## config.mk

```make
export PLATFORM = sky130hd
export DESIGN_NAME = mstsync_ctrl
export DESIGN_NICKNAME = d
export VERILOG_FILES = /design/src/rtl/mstsync_pkg.sv /design/src/rtl/mstsync_ctrl.sv
export SDC_FILE = /design/constraint.sdc
export NUM_CORES = 1
export LEC_CHECK = 0
export ABC_AREA = 1
export ABC_CLOCK_PERIOD_IN_PS = 3100
export BUFFER_PORTS_ARGS = -buffer_cell sky130_fd_sc_hd__buf_2
export CORE_AREA = 2 2 39 41
export DETAILED_ROUTE_END_ITERATION = 16
export DIE_AREA = 0 0 41 43
export GPL_TIMING_DRIVEN = 0
export PLACE_DENSITY = 0.54
export REMOVE_ABC_BUFFERS = 1
export SLEW_MARGIN = 15
export SYNTH_ARGS = -nofsm -noshare
export SYNTH_HDL_FRONTEND = slang
export SYNTH_SLANG_ARGS = --single-unit
```

## constraint.sdc

```tcl
create_clock -name clk -period 3.1 [get_ports clk]
set_clock_uncertainty 0.1 [all_clocks]
set_input_delay 0.62 -clock clk [delete_from_list [all_inputs] [get_ports clk]]
set_output_delay 0.62 -clock clk [all_outputs]
set_load 0.02 [all_outputs]
```

## src/rtl/mstsync_pkg.sv

```systemverilog
// Shared types and constants for the multi-stream timestamp synchronizer.
`default_nettype none

package mstsync_pkg;

  localparam int NUM_SOURCES_DEF = 4;
  localparam int QUEUE_DEPTH_DEF = 64;

  localparam int TS_W  = 62;
  localparam int TAG_W = 16;
  localparam int TOL_W = 32;
  localparam int KIND_W = 2;
  localparam int SRC_W  = 2;

  localparam logic [KIND_W-1:0] KIND_APPEND  = 2'd0;
  localparam logic [KIND_W-1:0] KIND_ADVANCE = 2'd1;
  localparam logic [KIND_W-1:0] KIND_CLEAR   = 2'd2;

  typedef struct packed {
    logic [KIND_W-1:0] kind;
    logic [SRC_W-1:0]  source;
    logic [TS_W-1:0]   timestamp;
    logic [TAG_W-1:0]  tag;
  } in_item_t;

  typedef struct packed {
    logic [SRC_W-1:0] source_res;
    logic             present;
    logic [TS_W-1:0]  timestamp_res;
    logic [TAG_W-1:0] tag_res;
    logic             finished;
    logic             overflow;
    logic             last;
  } out_item_t;

  // Commands from the controller to the datapath.
  typedef struct packed {
    logic take;
    logic scan_init;
    logic rd_en;
    logic scan_cmp;
    logic win_calc;
    logic emit_load;
    logic emit_finished;
    logic emit_last;
  } dp_cmd_t;

  // Status from the datapath to the controller.
  typedef struct packed {
    logic have;
    logic out_busy;
  } dp_stat_t;

endpackage

`default_nettype wire

```

## src/rtl/mstsync_ctrl.sv

```systemverilog
// Controller: sequences the head scan, the window setup and the per-source result pass.
`default_nettype none

module mstsync_ctrl #(
  parameter int NUM_SOURCES = mstsync_pkg::NUM_SOURCES_DEF,
  parameter int SW = $clog2(NUM_SOURCES)
) (
  input  wire                                clk,
  input  wire                                rst,
  input  wire                                in_valid,
  input  wire [mstsync_pkg::KIND_W-1:0]      in_kind,
  output logic                               in_stall,
  input  mstsync_pkg::dp_stat_t              stat,
  output mstsync_pkg::dp_cmd_t               cmd,
  output logic [SW-1:0]                      idx
);

  typedef enum logic [2:0] {
    S_IDLE,
    S_SCAN_RD,
    S_SCAN_CMP,
    S_WINDOW,
    S_EMIT_RD,
    S_EMIT_OUT
  } state_t;

  state_t state;
  logic   idx_last;
  logic   start_adv;

  assign idx_last  = idx == SW'(NUM_SOURCES - 1);
  assign in_stall  = state != S_IDLE;
  assign start_adv = cmd.take && (in_kind == mstsync_pkg::KIND_ADVANCE);

  always_comb begin
    cmd.take          = in_valid && (state == S_IDLE);
    cmd.scan_init     = in_valid && (state == S_IDLE) && (in_kind == mstsync_pkg::KIND_ADVANCE);
    cmd.rd_en         = (state == S_SCAN_RD) || (state == S_EMIT_RD);
    cmd.scan_cmp      = state == S_SCAN_CMP;
    cmd.win_calc      = (state == S_WINDOW) && stat.have;
    cmd.emit_finished = (state == S_WINDOW) && !stat.have && !stat.out_busy;
    cmd.emit_load     = (state == S_EMIT_OUT) && !stat.out_busy;
    cmd.emit_last     = idx_last;
  end

  always_ff @(posedge clk) begin
    if (rst) begin
      state <= S_IDLE;
      idx   <= '0;
    end else begin
      unique case (state)
        S_IDLE: begin
          if (start_adv) begin
            idx   <= '0;
            state <= S_SCAN_RD;
          end
        end
        S_SCAN_RD: begin
          state <= S_SCAN_CMP;
        end
        S_SCAN_CMP: begin
          if (idx_last) begin
            state <= S_WINDOW;
          end else begin
            idx   <= idx + SW'(1);
            state <= S_SCAN_RD;
          end
        end
        S_WINDOW: begin
          if (stat.have) begin
            idx   <= '0;
            state <= S_EMIT_RD;
          end else if (!stat.out_busy) begin
            state <= S_IDLE;
          end
        end
        S_EMIT_RD: begin
          state <= S_EMIT_OUT;
        end
        S_EMIT_OUT: begin
          if (!stat.out_busy) begin
            if (idx_last) begin
              state <= S_IDLE;
            end else begin
              idx   <= idx + SW'(1);
              state <= S_EMIT_RD;
            end
          end
        end
        default: begin
          state <= S_IDLE;
        end
      endcase
    end
  end

endmodule

`default_nettype wire

```

==> results.sh <==
export IMPL_globalRouteMet3Util=0.0157
export IMPL_path_delay_family="simple AND/OR/NAND/NOR gates"
export IMPL_yosys_warnings=0
export IMPL_final_nets=98
export IMPL_synth_edff_count=0
export IMPL_diodes=0
export IMPL_fin_setup_tns_ns=0
export IMPL_cp_start_kind="register"
export IMPL_slew_viol_final=0
export IMPL_rsz0062_at_grt="false"
export IMPL_synthArstFlopShare=0
export IMPL_initial_core_util=0.307
export IMPL_power_density_nw_per_um2=408
export IMPL_synthXorXnorAreaFrac=0
export IMPL_synthToLayoutAreaGrowth_pct=27.6
export IMPL_min_path_type="reg -> reg"
export IMPL_synth_area_top_cells="dfxtp_1 (24%), inv_1 (13%), nand2_1 (11%), nor2_1 (7.1%), nand3_1 (5.9%)"
export IMPL_cts_buffers=3
export IMPL_clock_sinks=5
export IMPL_die_h_um=43
export IMPL_required_ns=2.38
export IMPL_fin_crit_ns=2.06
export IMPL_post_cts_buffers=0
export IMPL_die_w_um=41
export IMPL_synthTopCellsByCount="inv_1 (15), nand2_1 (13), nor2_1 (8)"
export IMPL_worst_setup_path_end_kind="primary output"
export IMPL_dr_total_vias=485
export IMPL_ys_ff_latch=5
export IMPL_gp_congestion=0.759
export IMPL_drtIter0Drc=19
export IMPL_synth_largest_area_cell="dfxtp_1"
export IMPL_core_um2=1380
export IMPL_ant_nets=0
export IMPL_grt_max_degree=7
export IMPL_die_area_um2=1760
export IMPL_overflow=0
export IMPL_drtPass1Iterations=4
export IMPL_synthAdderAreaFrac=0.0294
export IMPL_synthCells=70
export IMPL_p_leak_uw=0.000358
export IMPL_n_fill_cell=157
export IMPL_portBuffers=17
export IMPL_yosysMostFrequentCell="inv_1"
export IMPL_viasPerCell=4.62
export IMPL_path_buf_inv=2
export IMPL_reg2reg_to="idx[1]$_SDFFE_PP0P_"
export IMPL_synth_top_family_by_area="simple AND/OR/NAND/NOR gates"
export IMPL_grtUsageTotal=0.112
export IMPL_fmax_mhz=486
export IMPL_critPathArrivalTime_ns=1.34
export IMPL_path_depth=5
export IMPL_met2_usage=0.159
export IMPL_cts_resized_gates=0
export IMPL_route_detailed_drc=0
export IMPL_rrSetupSlack_ns=1.76
export IMPL_grt_first_pass_wirelength_um=1310
export IMPL_outcome="completed"
export IMPL_antenna_found_initial=0
export IMPL_finalWirelength_um=906
export IMPL_crit_path_cell_trace="nand3_1, nor2_1, inv_1, nor2_1, buf_2"
export IMPL_crit_path_end="cmd[1]"
export IMPL_synthFlopType="dfxtp_1"
export IMPL_r2r_start="state[0]$_SDFFE_PP0P_"
export IMPL_rows=14
export IMPL_synth_distinct_cells=19
export IMPL_synth_area_per_cell_um2=6.08
export IMPL_cp_common_cell="nor2_1"
export IMPL_drt_wirelength_per_cell_um=8.63
export IMPL_crit_type="reg -> out"
export IMPL_crit_start="state[0]$_SDFFE_PP0P_"
export IMPL_clock_latency_ns=0.25
export IMPL_worst_pin_slew_ns=0.283
export IMPL_use_met1=0.138
export IMPL_slew_headroom=0.809
export IMPL_grt_pass1_vias=359
export IMPL_cts_max_level=1
export IMPL_fin_cells=105
export IMPL_clk_path_buf_depth=2
export IMPL_io_pins=18
export IMPL_dp_cells=101
export IMPL_drv_cap=0
export IMPL_clkTransAtPathRegs_ns=0.05
export IMPL_final_hold_violation_count=0
export IMPL_whs_ns=0.396
export IMPL_ys_seq_area_frac=0.235
export IMPL_yosys_area_share_simple=0.406
export IMPL_final_layout_size_suffix_gt1_frac=0.326
export IMPL_cts_tree="built"
export IMPL_netlist_area_um2=425
export IMPL_ctsHoldBuffers=0
export IMPL_muxShareOfSynthArea=0
export IMPL_cts_root_buffer="clkbuf_4"
export IMPL_finalSetupViolCount=0
export IMPL_hpwl_um=770
export IMPL_cp_max_fo=6
export IMPL_vdd_ir_drop_worst_uv=186
export IMPL_post_route_period_util=0.664
export IMPL_grt_busiest_layer="met2"
export IMPL_slowest_stage="dfxtp_1"
export IMPL_slowest_delay_ns=0.42
export IMPL_reg2reg_depth=7
export IMPL_synth_compound_area_frac=0.144
export IMPL_synth_top_area_frac=0.235
stage by stage:
step                 util  instance area (um^2)  worst slack [ns]  total power [uW]
detailed placement  0.373                   515              1.12               148
finish              0.392                   543              1.04               221
floorplan               -                   410              1.14               127
global route        0.392                   543             0.942               242
CTS                 0.392                   543              1.02               226
global placement    0.373                   515              1.10               148
sequential cells by signal, summed over array words and instances (netlist names):
| name | cells |
|---|---|
| idx | 2 |
| state | 3 |
cell type report:
cell class,count,area [um^2],area share
clock buffers,3,22.5,0.0415
clock inverters,1,5.00,0.00922
inverters,17,63.8,0.118
multi-input cells,46,246,0.454
flip-flops and latches,5,100,0.184
well taps,16,20.0,0.0369
repair buffers,17,85.1,0.157
layer usage:
metal / share of wire / vias up
li1: - / 256
met1: 0.43 / 197
met2: 0.45 / 27
met3: 0.089 / 5
met4: 0.030 / 0
met5: 0 / -
placed cells by master (no fill, tap or decap), types with 2 or more instances in the layout:
cell,netlist,final
nand2_1,13,13
o21ai_0,4,4
clkbuf_4,0,3
nor2_1,8,8
nor3_1,2,2
nand2_2,2,2
nand4_1,3,3
nand3_1,5,5
inv_2,2,2
inv_1,15,15
a21oi_1,2,2
buf_2,0,17
dfxtp_1,5,5
where the power goes:
group	internal [uW]	total (uW)	switching [uW]
Sequential	70.2	75.8	5.61
Clock	46.8	75.5	28.7
Combinational	26.7	70.2	43.4
worst reg2reg max path: stages, from the launching register on:
cell	delay (ns)
dfxtp_1	0.42
inv_1	0.09
o21ai_0	0.26
nand2_1	0.11
nand3_2	0.08
nor2_2	0.04
nor2_1	0.08
nor2_1	0.05
kinds of logic (layout without fill, tap and decap cells):
logic type                 after synthesis  in the layout
adders and majority gates                1              1
DFF                                      5              5
and+or+nand+nor                         36             36
buffers and inverters                   19             38
AOI/OAI and AO/OA                        9              9
how the worst min path moves through the flow:
stage                     slack (ns)  cells past startpoint               endpoint                 from
after global placement          0.39                      2    idx[1]$_SDFFE_PP0P_  idx[1]$_SDFFE_PP0P_
after CTS                       0.40                      2    idx[1]$_SDFFE_PP0P_  idx[1]$_SDFFE_PP0P_
after detailed placement        0.40                      2    idx[1]$_SDFFE_PP0P_  idx[1]$_SDFFE_PP0P_
after global routing            0.44                      2  state[2]$_SDFFE_PP0P_                  rst
after floorplan                 0.47                      2    idx[1]$_SDFFE_PP0P_  idx[1]$_SDFFE_PP0P_
final                           0.40                      2    idx[1]$_SDFFE_PP0P_  idx[1]$_SDFFE_PP0P_
No activity file was read; power rests on OpenSTA's default activity.
